--- src/sv/jse_pkg.sv ---
`timescale 1ns / 1ps
`default_nettype none
package jse_pkg;

  localparam int unsigned PosW = 20;
  localparam logic [PosW-1:0] PosMax = {PosW{1'b1}};
  localparam int unsigned CfgIdxW = 1;
  localparam int unsigned CfgDataW = 20;
  localparam int unsigned SeqIdxW = 3;

  localparam logic [CfgIdxW-1:0] RegOutputLimit = 1'b0;
  localparam logic [CfgIdxW-1:0] RegCountOnly = 1'b1;

  localparam logic [7:0] ChSpace = 8'h20;
  localparam logic [7:0] ChBslash = 8'h5C;
  localparam logic [7:0] ChQuote = 8'h22;
  localparam logic [7:0] ChSlash = 8'h2F;
  localparam logic [7:0] ChU = 8'h75;
  localparam logic [7:0] ChZero = 8'h30;
  localparam logic [7:0] ChUpperA = 8'h41;

  // what the back end does with one queued command
  typedef enum logic [1:0] {
    KindPass = 2'd0,  // byte as is
    KindPair = 2'd1,  // backslash + second byte
    KindUni  = 2'd2,  // \u00XX
    KindNone = 2'd3   // single result without a byte
  } kind_e;

  typedef struct packed {
    kind_e           kind;
    logic [7:0]      data;   // raw byte, or escape letter for pairs
    logic [PosW-1:0] total;  // base position for emits, reported count otherwise
    logic            trunc;
  } cmd_t;

  function automatic logic [7:0] esc_letter(input logic [7:0] b);
    logic [7:0] l;
    case (b)
      8'h08:   l = 8'h62;  // b
      8'h0C:   l = 8'h66;  // f
      8'h0A:   l = 8'h6E;  // n
      8'h0D:   l = 8'h72;  // r
      8'h09:   l = 8'h74;  // t
      ChQuote, ChBslash, ChSlash: l = b;
      default: l = 8'h00;
    endcase
    return l;
  endfunction

  function automatic kind_e esc_kind(input logic [7:0] b);
    kind_e k;
    if (esc_letter(b) != 8'h00) begin
      k = KindPair;
    end else if (b >= ChSpace) begin
      k = KindPass;
    end else begin
      k = KindUni;
    end
    return k;
  endfunction

  function automatic logic [SeqIdxW-1:0] esc_len(input kind_e k);
    logic [SeqIdxW-1:0] n;
    case (k)
      KindPair: n = 3'd2;
      KindUni:  n = 3'd6;
      default:  n = 3'd1;
    endcase
    return n;
  endfunction

  function automatic logic [7:0] hex_digit(input logic [3:0] v);
    logic [7:0] c;
    if (v >= 4'd10) begin
      c = ChUpperA + {4'd0, v} - 8'd10;
    end else begin
      c = ChZero + {4'd0, v};
    end
    return c;
  endfunction

endpackage
`default_nettype wire

--- src/sv/jse_front.sv ---
`timescale 1ns / 1ps
`default_nettype none
module jse_front
  import jse_pkg::*;
(
  input  wire logic                clk_i,
  input  wire logic                rst_ni,
  input  wire logic                cfg_we_i,
  input  wire logic [CfgIdxW-1:0]  cfg_index_i,
  input  wire logic [CfgDataW-1:0] cfg_data_i,
  input  wire logic                push_i,
  input  wire logic [7:0]          in_byte_i,
  input  wire logic                end_of_string_i,
  output cmd_t                     cmd_o
);

  logic [PosW-1:0] limit_q;
  logic            count_only_q;
  logic [PosW-1:0] pos_q, pos_d;
  logic            stopped_q, stopped_d;

  kind_e           kind;
  logic [PosW:0]   sum;

  always_ff @(posedge clk_i or negedge rst_ni) begin
    if (!rst_ni) begin
      limit_q      <= PosMax;
      count_only_q <= 1'b0;
    end else if (cfg_we_i) begin
      case (cfg_index_i)
        RegOutputLimit: limit_q <= cfg_data_i[PosW-1:0];
        RegCountOnly:   count_only_q <= cfg_data_i[0];
        default: ;
      endcase
    end
  end

  always_comb begin
    kind      = esc_kind(in_byte_i);
    sum       = {1'b0, pos_q} + {{(PosW+1-SeqIdxW){1'b0}}, esc_len(kind)};
    pos_d     = pos_q;
    stopped_d = stopped_q;
    cmd_o.kind  = KindNone;
    cmd_o.data  = (kind == KindPair) ? esc_letter(in_byte_i) : in_byte_i;
    cmd_o.total = pos_q;
    cmd_o.trunc = 1'b1;
    if (count_only_q) begin
      pos_d       = sum[PosW] ? PosMax : sum[PosW-1:0];
      cmd_o.total = pos_d;
      cmd_o.trunc = stopped_q;
    end else if (stopped_q) begin
      // report only
    end else if (sum > {1'b0, limit_q}) begin
      stopped_d = 1'b1;
    end else begin
      cmd_o.kind  = kind;
      cmd_o.trunc = 1'b0;
      pos_d       = sum[PosW-1:0];
    end
    if (end_of_string_i) begin
      pos_d     = '0;
      stopped_d = 1'b0;
    end
  end

  always_ff @(posedge clk_i or negedge rst_ni) begin
    if (!rst_ni) begin
      pos_q     <= '0;
      stopped_q <= 1'b0;
    end else if (push_i) begin
      pos_q     <= pos_d;
      stopped_q <= stopped_d;
    end
  end

endmodule
`default_nettype wire

--- src/sv/jse_queue.sv ---
`timescale 1ns / 1ps
`default_nettype none
module jse_queue
  import jse_pkg::*;
(
  input  wire logic clk_i,
  input  wire logic rst_ni,
  input  wire logic push_i,
  input  cmd_t      push_cmd_i,
  output logic      full_o,
  input  wire logic pop_i,
  output logic      empty_o,
  output cmd_t      head_o
);

  cmd_t       entry_q [2];
  logic       wr_q, rd_q;
  logic [1:0] cnt_q;

  assign full_o  = (cnt_q == 2'd2);
  assign empty_o = (cnt_q == 2'd0);
  assign head_o  = entry_q[rd_q];

  always_ff @(posedge clk_i) begin
    if (push_i) begin
      entry_q[wr_q] <= push_cmd_i;
    end
  end

  always_ff @(posedge clk_i or negedge rst_ni) begin
    if (!rst_ni) begin
      wr_q  <= 1'b0;
      rd_q  <= 1'b0;
      cnt_q <= 2'd0;
    end else begin
      if (push_i) wr_q <= ~wr_q;
      if (pop_i) rd_q <= ~rd_q;
      cnt_q <= cnt_q + {1'b0, push_i} - {1'b0, pop_i};
    end
  end

endmodule
`default_nettype wire

--- src/sv/jse_back.sv ---
`timescale 1ns / 1ps
`default_nettype none
module jse_back
  import jse_pkg::*;
(
  input  wire logic         clk_i,
  input  wire logic         rst_ni,
  input  wire logic         empty_i,
  input  cmd_t              head_i,
  output logic              pop_o,
  output logic              out_valid_o,
  input  wire logic         out_ready_i,
  output logic [7:0]        out_byte_o,
  output logic              byte_valid_o,
  output logic              run_last_o,
  output logic [PosW-1:0]   total_length_o,
  output logic              truncated_o
);

  logic [SeqIdxW-1:0] idx_q;
  logic               valid_q;
  logic [7:0]         byte_q;
  logic               bvalid_q, last_q, trunc_q;
  logic [PosW-1:0]    total_q;

  logic               advance, take, last;
  logic [7:0]         byte_d;
  logic [PosW-1:0]    total_d;

  assign advance = !valid_q || out_ready_i;
  assign take    = advance && !empty_i;
  assign last    = (idx_q == esc_len(head_i.kind) - 3'd1);
  assign pop_o   = take && last;

  always_comb begin
    byte_d = 8'h00;
    case (head_i.kind)
      KindPass: byte_d = head_i.data;
      KindPair: byte_d = (idx_q == 3'd0) ? ChBslash : head_i.data;
      KindUni: begin
        case (idx_q)
          3'd0:    byte_d = ChBslash;
          3'd1:    byte_d = ChU;
          3'd4:    byte_d = hex_digit(head_i.data[7:4]);
          3'd5:    byte_d = hex_digit(head_i.data[3:0]);
          default: byte_d = ChZero;
        endcase
      end
      default: byte_d = 8'h00;
    endcase
    if (head_i.kind == KindNone) begin
      total_d = head_i.total;
    end else begin
      total_d = head_i.total + {{(PosW-SeqIdxW){1'b0}}, idx_q} + {{(PosW-1){1'b0}}, 1'b1};
    end
  end

  always_ff @(posedge clk_i or negedge rst_ni) begin
    if (!rst_ni) begin
      valid_q <= 1'b0;
      idx_q   <= '0;
    end else begin
      if (advance) valid_q <= !empty_i;
      if (take) idx_q <= last ? '0 : idx_q + 3'd1;
    end
  end

  always_ff @(posedge clk_i) begin
    if (take) begin
      byte_q   <= byte_d;
      bvalid_q <= (head_i.kind != KindNone);
      last_q   <= last;
      total_q  <= total_d;
      trunc_q  <= head_i.trunc;
    end
  end

  assign out_valid_o    = valid_q;
  assign out_byte_o     = byte_q;
  assign byte_valid_o   = bvalid_q;
  assign run_last_o     = last_q;
  assign total_length_o = total_q;
  assign truncated_o    = trunc_q;

endmodule
`default_nettype wire

--- src/sv/json_string_escaper.sv ---
`timescale 1ns / 1ps
`default_nettype none
// Streaming JSON string escaper. Each accepted input byte yields one output
// transaction per escaped byte: plain bytes yield one, two-character escapes
// (\" \\ \/ \b \f \n \r \t) yield two and other control bytes (\u00XX) six,
// all through the single output byte register of the back end. The front end
// tracks position and truncation at accept time and feeds a 2-entry command
// queue, so plain text streams at one byte per cycle while out_ready_i is high.
// When stopped or in count-only mode a byte yields one transaction with
// byte_valid_o low. Position and truncation clear after an end_of_string_i byte.
module json_string_escaper
  import jse_pkg::*;
(
  input  wire logic                clk_i,
  input  wire logic                rst_ni,
  input  wire logic                cfg_valid_i,
  output logic                     cfg_ready_o,
  input  wire logic [CfgIdxW-1:0]  cfg_index_i,
  input  wire logic [CfgDataW-1:0] cfg_data_i,
  input  wire logic                in_valid_i,
  output logic                     in_ready_o,
  input  wire logic [7:0]          in_byte_i,
  input  wire logic                end_of_string_i,
  output logic                     out_valid_o,
  input  wire logic                out_ready_i,
  output logic [7:0]               out_byte_o,
  output logic                     byte_valid_o,
  output logic                     run_last_o,
  output logic [PosW-1:0]          total_length_o,
  output logic                     truncated_o
);

  cmd_t front_cmd, head;
  logic push, pop, full, empty;

  assign cfg_ready_o = 1'b1;
  assign in_ready_o  = !full;
  assign push        = in_valid_i && !full;

  jse_front u_front (
    .clk_i           (clk_i),
    .rst_ni          (rst_ni),
    .cfg_we_i        (cfg_valid_i),
    .cfg_index_i     (cfg_index_i),
    .cfg_data_i      (cfg_data_i),
    .push_i          (push),
    .in_byte_i       (in_byte_i),
    .end_of_string_i (end_of_string_i),
    .cmd_o           (front_cmd)
  );

  jse_queue u_queue (
    .clk_i      (clk_i),
    .rst_ni     (rst_ni),
    .push_i     (push),
    .push_cmd_i (front_cmd),
    .full_o     (full),
    .pop_i      (pop),
    .empty_o    (empty),
    .head_o     (head)
  );

  jse_back u_back (
    .clk_i          (clk_i),
    .rst_ni         (rst_ni),
    .empty_i        (empty),
    .head_i         (head),
    .pop_o          (pop),
    .out_valid_o    (out_valid_o),
    .out_ready_i    (out_ready_i),
    .out_byte_o     (out_byte_o),
    .byte_valid_o   (byte_valid_o),
    .run_last_o     (run_last_o),
    .total_length_o (total_length_o),
    .truncated_o    (truncated_o)
  );

endmodule
`default_nettype wire
--- config.mk ---
export PLATFORM = sky130hd
export DESIGN_NAME = json_string_escaper
export DESIGN_NICKNAME = d
export VERILOG_FILES = /design/src/sv/jse_pkg.sv /design/src/sv/jse_front.sv /design/src/sv/jse_queue.sv /design/src/sv/jse_back.sv /design/src/sv/json_string_escaper.sv
export SDC_FILE = /design/constraint.sdc
export NUM_CORES = 1
export LEC_CHECK = 0
export BUFFER_PORTS_ARGS = -buffer_cell sky130_fd_sc_hd__buf_2
export CORE_MARGIN = 8
export CORE_UTILIZATION = 55
export CTS_CLUSTER_DIAMETER = 30
export DETAILED_ROUTE_END_ITERATION = 12
export PLACE_DENSITY = 0.75
export SLEW_MARGIN = 20
export SYNTH_ARGS = -nofsm -noshare
export SYNTH_HDL_FRONTEND = slang
export SYNTH_SLANG_ARGS = --single-unit
--- constraint.sdc ---
create_clock -name clk_i -period 7.9 [get_ports clk_i]
set_input_delay 1.185 -clock clk_i [delete_from_list [all_inputs] [get_ports clk_i]]
set_output_delay 1.185 -clock clk_i [all_outputs]
set_load 0.03 [all_outputs]
# ---- Word level (Yosys, flattened, before mapping)
# Memory sizes are Yosys's and may differ from the RTL's.
# Cells that the tools add are included.
dict set report word_totals {
  mem_bits_rw 62
  n_memories 1
  out_inout_bits 34
  ff_bits 81
}
dict set report classes {
  n_lt_le_gt_ge 4
  addsub 13
  reduce_logical 15
  mux 28
  n_eq_ne 21
  n_bitwise 3
}
# memory depth width rd rd_ports_with_merged_regs write_ports line
set mem_list {}
lappend mem_list {u_queue.entry_q 2 31 1 0 1 jse_queue.sv:16} ;# cmd_t entry_q [2];
# cell n
set ops {}
lappend ops {{$mux 20} 7}
lappend ops {{$pmux 8 s6} 1}
lappend ops {{$eq 8x4->1 const B} 5}
lappend ops {{$mux 8} 4}
lappend ops {{$pmux 8 s4} 1}
lappend ops {{$pmux 8 s3} 1}
lappend ops {{$add 20x3->21} 1}
lappend ops {{$gt 21x20->1} 1}
lappend ops {{$add 20x1->20 const B} 1}
lappend ops {{$add 20x3->20} 1}
lappend ops {{$add 7x4->8 const A} 2}
lappend ops {{$eq 8x6->1 const B} 2}
lappend ops {{$sub 8x4->8 const B} 2}
lappend ops {{$add 6x4->7 const A} 2}
lappend ops {{$pmux 3 s2} 2}
lappend ops {{$mux 2} 5}
lappend ops {{$eq 2x2->1 const B} 4}
lappend ops {{$eq 8x7->1 const B} 1}
lappend ops {{$ge 4x4->1 const B} 2}
lappend ops {{$ge 8x6->1 const B} 1}
lappend ops {{$reduce_bool 8->1} 1}
lappend ops {{$eq 3x3->1 const B} 2}
lappend ops {{$mux 1} 6}
lappend ops {{$ne 3x2->1 const B} 2}
lappend ops {{18 further kinds} 27}

# ---- Longest topological paths before layout
# Gate-level depths: netlist of the first run.
dict set report depth {
  depth_word 13
  depth_mapped 25
  ltp_nobuf 23
}

# ---- Modules after synthesis
# Synthesis of the first run repeated with hierarchy kept, for this count alone.
dict set report unflattened {
  cells_unflattened 693
  area_unflattened_um2 7863.8
}
# mod area_each_um2 instances cells_each
set by_module_without_submodules {}
lappend by_module_without_submodules {jse_front 3130.5 1 378}
lappend by_module_without_submodules {jse_queue 2587.5 1 112}
lappend by_module_without_submodules {jse_back 2124.5 1 199}
lappend by_module_without_submodules {json_string_escaper 21.3 1 4}

# ---- Worst setup path after synthesis of the first run
# Ideal clock, no wire load.
dict set report synth_path {
  path_type {in2reg}
  from {in in_byte_i[5]}
  to {reg u_front.pos_q[6]}
  path_buffers 3
  required_ps 7835
  t_arrival_ps 5452
  slack_ps 2383
  stages 22
  cell_sequence {or3_1 nor3b_1 nand2_1 nand2_1 nor2_1 ha_1 a21oi_1 nor4_2 and3_1 buf_2 nand3_1 xnor2_1 ha_1 nand3_1 nor3_1 a211oi_1 a211oi_1 o21a_1 buf_4 buf_6 nand2_1 nand2_1}
}
dict set report synth_via {
  elab_chain_len 12
  elab_cells_between_ends 26
  classes_between {add/sub: 1; order compare: 2; eq/ne: 11; mux: 9; reduce/logical: 3}
}
# item line
set synth_lines {}
lappend synth_lines {{start, declared} json_string_escaper.sv:22} ;# input wire logic [7:0] in_byte_i,
lappend synth_lines {{$eq 8x6->1 or $eq 8x7->1 (tied branches)} jse_pkg.sv:39} ;# case (b)
lappend synth_lines {{$reduce_or 3->1} jse_pkg.sv:39}
lappend synth_lines {{$pmux 8 s6} jse_pkg.sv:39}
lappend synth_lines {{$reduce_bool 8->1} jse_pkg.sv:53} ;# if (esc_letter(b) != 8'h00) begin
lappend synth_lines {{$mux 2 (*)} jse_pkg.sv:53}
lappend synth_lines {{$eq 2x2->1 or $eq 2x1->1 (tied branches)} jse_pkg.sv:65} ;# case (k)
lappend synth_lines {{$pmux 3 s2 (*)} jse_pkg.sv:65}
lappend synth_lines {{$add 20x3->21 (*)} jse_front.sv:40} ;# sum = {1'b0, pos_q} + {{(PosW+1-SeqIdxW){1'b0}}, esc_len(kind)};
lappend synth_lines {{branches (longest 4 deep; another with $gt 21x20->1)} -}
lappend synth_lines {{end signal, assigned} jse_front.sv:71} ;# pos_q <= pos_d;
lappend synth_lines {{end, declared} jse_front.sv:19} ;# logic [PosW-1:0] pos_q, pos_d;
# Every way passes the cells marked *. The select of a mux whose other input is x is not followed.
# A chain may end at the register's enable or synchronous reset.

# ---- Worst setup path after layout of the first run
dict set report layout_path {
  from {in in_byte_i[5]}
  to {reg u_front.pos_q[3]}
}
# Same word-level chain as after synthesis.

==> results of run 1 <==
[cell usage after synthesis (all sizes together), types with 4 or more instances]
| library cell | number | area [um2] |
|---|---|---|
| xor2 | 14 | 123 |
| a31oi | 6 | 37.5 |
| buf | 15 | 88.8 |
| xnor2 | 34 | 298 |
| mux2i | 26 | 260 |
| inv | 55 | 206 |
| edfxtp | 93 | 2790 |
| and2 | 4 | 25.0 |
| dfrtp | 30 | 751 |
| nor3 | 13 | 70.1 |
| dfstp | 20 | 526 |
| or2 | 5 | 31.3 |
| nand4 | 8 | 50.1 |
| a22oi | 4 | 30.0 |
| nor2b | 10 | 62.6 |
| clkbuf | 15 | 56.3 |
| mux2 | 9 | 101 |
| nand2 | 101 | 379 |
| o22a | 5 | 43.8 |
| nand3 | 19 | 95.1 |
| o21ai | 57 | 297 |
| a22o | 6 | 52.6 |
| a21oi | 36 | 180 |
| a211oi | 4 | 30.0 |
| and3 | 5 | 36.3 |
| a21o | 7 | 52.6 |
| nand3b | 4 | 30.0 |
| o22ai | 5 | 31.3 |
| nand2b | 8 | 50.1 |
| nor2 | 51 | 191 |
| ha | 40 | 500 |
[flip-flops by register name, indices dropped and copies added, names as in the netlist, 2 cells and up]
register               cells
u_back.idx_q               3
u_front.pos_q             20
u_front.limit_q           20
u_queue.cnt_q              2
u_back.out_byte_o          8
u_back.total_length_o     20
u_queue.entry_q           62
[worst paths after layout]
path	to	slack, ps	cells after the start
max reg2reg	u_front.pos_q[3]	3150	16
min reg2reg	u_front.limit_q[1]	510	2
min in group asynchronous	u_front.pos_q[15]	870	2
max	u_front.pos_q[3]	1630	20
max in group asynchronous	u_queue.rd_q	6570	2
min	u_front.limit_q[1]	510	2
[cells by family (layout without fill, tap and decap cells)]
kind of cell               count (synthesis)  after routing  share of synthesized area, %
DFF                                      143            143                          52.1
AOI/OAI and AO/OA                        149            149                          11.9
buffers and inverters                     85            159                          4.50
and+or+nand+nor                          239            239                          14.5
other                                      1              1                        0.0480
xor gates and xnor gates                  48             48                          5.38
adders and majority gates                 42             42                          6.92
muxes                                     35             35                          4.63
[report_power, final]
part,switching [mW],internal (mW)
sequential,0.122,1.08
clock,0.294,0.526
combinational,0.732,0.408
total,1.15,2.02
[critical path, cell delays in order]
cell      delay, ps
buf_2           120
or3_1           450
nor3b_1         370
nand2_1         200
nand2_1         130
nor2_1           50
ha_1            330
a21oi_1         200
nor4_2          500
and3_1          360
nand3_1         170
xnor2_1         160
ha_1            270
nand3_1         100
nor3_1          270
a211oi_1         80
a211oi_1        610
o21a_1          730
a22oi_1         210
nand2_1         110
[layout by cell type (no fill, tap or decap), types with 7 or more instances in the layout]
master | netlist | layout
nor3_1 | 12 | 12
nand2_1 | 101 | 101
buf_2 | 8 | 67
mux2_2 | 9 | 9
clkbuf_16 | 0 | 17
nand3_1 | 19 | 19
inv_1 | 55 | 55
nand4_1 | 8 | 8
nor2b_1 | 10 | 9
mux2i_1 | 26 | 26
a21o_1 | 7 | 7
nand2b_1 | 8 | 8
nor2_1 | 51 | 49
edfxtp_1 | 93 | 93
xnor2_1 | 34 | 34
dfrtp_1 | 30 | 29
o21ai_0 | 55 | 55
dfstp_2 | 20 | 20
a21oi_1 | 36 | 36
xor2_1 | 14 | 14
ha_1 | 40 | 40
[stage by stage]
step	worst slack [ps]	total power [mW]	area (um2)	instances	hold slack, ps
detailed placement	1320	2.35	8270	964	492
global route	1140	3.36	8880	996	523
finish	1630	3.16	8880	996	514
floorplan	2380	2.06	7810	742	465
global placement	1560	2.31	8270	964	488
CTS	1720	3.19	8880	996	512
[final cells by class]
| type | count | area [um2] | area share, % |
|---|---|---|---|
| clock buffers | 21 | 440 | 4.96 |
| inverters | 55 | 206 | 2.32 |
| clock inverters | 11 | 166 | 1.87 |
| multi-input cells | 514 | 3400 | 38.3 |
| repair buffers | 72 | 373 | 4.20 |
| flip-flops and latches | 143 | 4070 | 45.8 |
| well taps | 180 | 225 | 2.54 |
[per-layer routing]
layer,global-route usage (%),vias up
met5,0,-
met2,28.2,205
met1,24.4,2602
li1,-,2728
met4,8.45,0
met3,4.75,30
==> metrics, run 1 <==
CTS resizes=0; DIE AREA=~18000 um2; layout cell share with drive strength beyond 1=17.8%; Power per Cell Area=356 nW/um2; HPWL Detailed=between 10000 and 15000 um; worst hold path class=reg -> reg; Antenna Cells=0; worst skew pair latency=about 420 ps; mapped cell area=7810 um2; final hold vios=0; Primary FF master, synth=edfxtp_1; starting density of the core=between 50% and 60%; I/O pin total=just under 70; MaxCap Viol Count=0; DR vias/cell=between 5 and 6; WL met2=a little over 7000 um; Placer Congestion=0.907; area grow syn2layout=13.7%; hold path start=u_front.limit_q[1]; unrepaired setup endpoints after global routing=no; min cycle time layout=6270 ps; final clock skew=around 6.6 ps; WL final=approximately 16000 um; number of fill cells=between 1000 and 1500; first-pass GRT wire length=26800 um; WL per Instance=16.2 um; antenna viol nets, final=0; Post-Route Utilization=between 60% and 70%; Nets=between 800 and 900; fin. max-slew vios=0; achievable frequency=roughly 0.16 GHz; Worst Tran Pin Value=about 1000 ps; chip height=135 um; Hold Buf Count CTS=0; Req. time, crit path=8250 ps; top layer reached by signal wires=met4; Synth cell types=64; number of global-route vias before repair=5475; Pleak=approximately 3.7 nW; Critical Path Start Type=input pin; Num CTS Buffers=17; antenna violations before repair=0; # port buffers=67; total negative slack=0 ps; Post-synth ARST share=35.0%; initial DRC count=499; CTS tree=done; DR pass1 iterations=8; register area share after synthesis=a little over half; Chip Width=roughly 140 um; metal1 wirelength=~7500 um; Total Routing Usage GR=18.5%; DR WL met3=1020 um; total core area=13900 um2; Tcrit/Tclk final=between 70% and 80%; Cell Rows=43; DRC=0; final setup fails=0; Crit Path Class=in -> reg; H-tree depth=4; routed vias=5565; pin count of the biggest net entering global routing=51; number of synthesized flops with an enable pin=93; worst path arrival time=roughly 6600 ps; worst vdd ir=slightly above 0.2 mV; Remaining Overflow, GRT=0; Setup Fix Bufs, Post-CTS=0; clock sink count=143; Root Driver=clkbuf_16; clock buffer depth=2; Critical Path Fanout Max=20; type of destination of the critical path=register; worst r2r src=u_front.pos_q[0]; syn_nets=819; number of synthesized register bits=between 100 and 150; clk slew on worst S/H paths=around 60 ps; Cells after Synth=~740; synth warn=0; syn_area_per_cell=between 10 and 15 um2; max_slew headroom=about a third; status=completed; Worst Setup SP=in_byte_i[5]
No activity file was read; power rests on OpenSTA's default activity.
==> run 2: changes to the inputs <==
- ABC_AREA: unset -> 1
- CORE_UTILIZATION: 55 -> 54
- PLACE_DENSITY: 0.75 -> 0.76
- clock period: 7.9 -> 5.3 ns (I/O delays scaled with it)
==> run 2 against run 1 <==
- sequential share of layout area decreased by 0.98 points
- die area increased by 3.0%
- via count increased by 9.7%
- first-iteration DRC count decreased by 3.2%
- register-to-register slack got worse by 1900 ps
- wire length increased by 2.2%
- non-clock buffer count increased by 9
- critical path depth increased by 14
- clock power increased by 46%
- combinational power increased by 99%
- final cell count increased by 17%
- design area increased by 2.2%
- largest cell class unchanged
==> metrics, run 2 <==
Remaining Overflow, GRT=0; pin count of the biggest net entering global routing=51; chip height=about 140 um; Cells after Synth=between 800 and 900; top-count cell post-synth=nand2_1; Synth top cells by count=nand2_1, inv_1, edfxtp_1; Crit Path Class=in -> reg; Hold WS=478 ps; final clock skew=approximately 6.9 ps; initial DRC count=about 480; max_slew headroom=about two fifths; Req. time, crit path=about 5400 ps; clock power share=between 20% and 30%; Pleak=roughly 4.4 nW; worst skew pair latency=roughly 420 ps; H-tree depth=4; register area share after synthesis=51.3%; fin. max-slew vios=0; layout cell share with drive strength beyond 1=between 15 and 20%; multi-input logic area=roughly 3200 um2; DR vias/cell=5.22; Antenna Cells=0; register area=a little over 4000 um2; setup ws final=~330 ps; syn_nets=about 1000; Hold Buf Count CTS=0; Nets=about 1000; Largest Register=u_queue.entry_q; antenna viol nets, final=0; most area-hungry cell type in the Yosys netlist=edfxtp_1; clock buffer depth=2; Tcrit/Tclk final=between 90 and 100%; CTS tree=done; final setup fails=0; net switching power=around 2.2 mW; synth top area cells=edfxtp_1, nand2_1, dfrtp_1, dfstp_2, ha_1; min cycle time layout=just under 5000 ps; HPWL Detailed=11900 um; synth warn=0; Primary FF master, synth=edfxtp_1; # port buffers=67; number of synthesized register bits=roughly 140; DR pass1 iterations=5; Logic pwr share=around two fifths; syn_area_per_cell=a little under 9 um2; I/O pin total=about 70; worst vdd ir=between 0.2 and 0.3 mV; total core area=14400 um2; commonest non-fill, non-tap cell in the layout=nand2_1; final hold vios=0; mapped cell area=7930 um2; clk slew on worst S/H paths=60 ps; first-pass GRT wire length=between 20000 and 30000 um; area grow syn2layout=14.4%; Total Routing Usage GR=a little under a fifth; Cell Rows=44; CP max stage delay=around 400 ps; antenna violations before repair=0; Slowest cell on crit path=fa_1; MaxCap Viol Count=0; Chip Width=~140 um; Synth cell types=40; Critical Path Fanout Max=5; Worst Tran Pin Value=just over 900 ps; Critical Path Start Type=input pin; Sw Ratio=between 40% and 50%; starting density of the core=55.0%; WL per Instance=14.1 um; routed vias=between 6000 and 7000; DIE AREA=between 15000 and 20000 um2; Placer Congestion=approximately 0.92; Power per Cell Area=595 nW/um2; number of global-route vias before repair=roughly 5700; clock sink count=between 100 and 150; post-place setup slack=-81.9 ps; Largest register FFs=slightly above 60; number of fill cells=around 1200; number of synthesized flops with an enable pin=93; Synth top area share=a little over a third; DRC=0; worst hold path class=in -> async; worst path arrival time=5110 ps; status=completed; achievable frequency=0.201 GHz; WL final=16500 um; Post-synth ARST share=approximately a third; Num CTS Buffers=17; Root Driver=clkbuf_16; type of destination of the critical path=register; Reg power frac=between 30% and 40%; cell internal pwr=roughly 3.2 mW; most frequent cells in the layout=nand2_1, inv_1, edfxtp_1
## run 2: cell types whose count changed in the layout (fill, tap and decap cells not counted), sizes merged, moves of 8 or more
| cell | previous run | this run |
|---|---|---|
| mux2i | 26 | 7 |
| a21oi | 36 | 50 |
| buf | 72 | 81 |
| xnor2 | 34 | 10 |
| nand3 | 19 | 52 |
| nand2 | 101 | 234 |
| mux2 | 9 | 0 |
| nor2 | 51 | 88 |
| xor2 | 14 | 26 |
| nor2b | 10 | 0 |
| inv | 55 | 137 |
| o21ai | 57 | 37 |
| nand2b | 8 | 0 |
## run 2: power groups by stage
stage	Clock (mW)	Sequential, mW	Combinational [mW]
2_1_floorplan	0	2.16	1.45
5_1_grt	1.26	1.98	2.54
4_1_cts	1.21	1.93	2.27
3_5_place_dp	0	1.95	2.24
3_3_place_gp	0	1.94	2.17
6_report	1.20	1.93	2.27
## run 2: path summary, 6_finish.rpt
| check | from | to | slack [ps] | cells after the start |
|---|---|---|---|---|
| min in group clk_i | u_front.limit_q[7] | u_front.limit_q[7] | 480 | 2 |
| max reg2reg | u_queue.rd_q | u_queue.cnt_q[1] | 1260 | 14 |
| min | rst_ni | u_front.pos_q[16] | 480 | 2 |
| max in group asynchronous | rst_ni | u_queue.cnt_q[0] | 4380 | 2 |
| min reg2reg | u_front.limit_q[7] | u_front.limit_q[7] | 480 | 2 |
| max | in_byte_i[7] | u_queue.entry_q[0][30] | 330 | 34 |
## run 2: worst max-delay path: cells and delay by family
family	cells	cell delay, ps
AO/OA/AOI/OAI	4	550
adder cells (fa/ha/maj)	3	880
AND/OR/NAND/NOR	17	1770
buffers and inverters	9	770
XOR/XNOR	1	330
## run 2: kinds of logic (layout without fill, tap and decap cells)
family,count (synthesis),after routing,synth area share (%)
xor+xnor,36,36,3.98
fa+ha+maj,42,42,6.82
other cells,1,1,0.0473
flops,143,143,51.3
buf+inv,159,247,8.19
mux,7,7,0.884
simple gates,401,401,21.2
compound gates,108,108,7.57
## run 2: timing repair
action	in CTS	in global routing
resized for setup	0	2
endpoints found under the setup margin	0	23
setup buffers	0	1
## run 2: cell type report
cell class	instances	area share, %
Timing Repair Buffer	81	4.99
Clock buffer	18	4.73
Sequential cell	143	44.8
Clock inverter	14	1.81
Multi-Input combinational cell	595	35.5
Inverter	134	5.54
Tap cell	184	2.54
## run 2: stage by stage
stage / util, % / instance area [um2] / instances / setup TNS (ps) / total power [mW]
floorplan: - / 7930 / 897 / 0 / 3.60
global placement: 58.7 / 8460 / 1136 / 0 / 4.11
detailed placement: 58.7 / 8460 / 1136 / -192 / 4.19
CTS: 62.8 / 9060 / 1168 / 0 / 5.41
global route: 62.9 / 9070 / 1169 / -74.3 / 5.77
finish: 62.9 / 9070 / 1169 / 0 / 5.39
## run 2: per-layer routing
layer / track usage [%] / vias up / share of wire (%)
met4: 6.16 / 0 / 1.5
met3: 4.52 / 22 / 6.7
met5: 0 / - / 0
met2: 29.5 / 207 / 46
li1: - / 3053 / -
met1: 23.5 / 2824 / 45
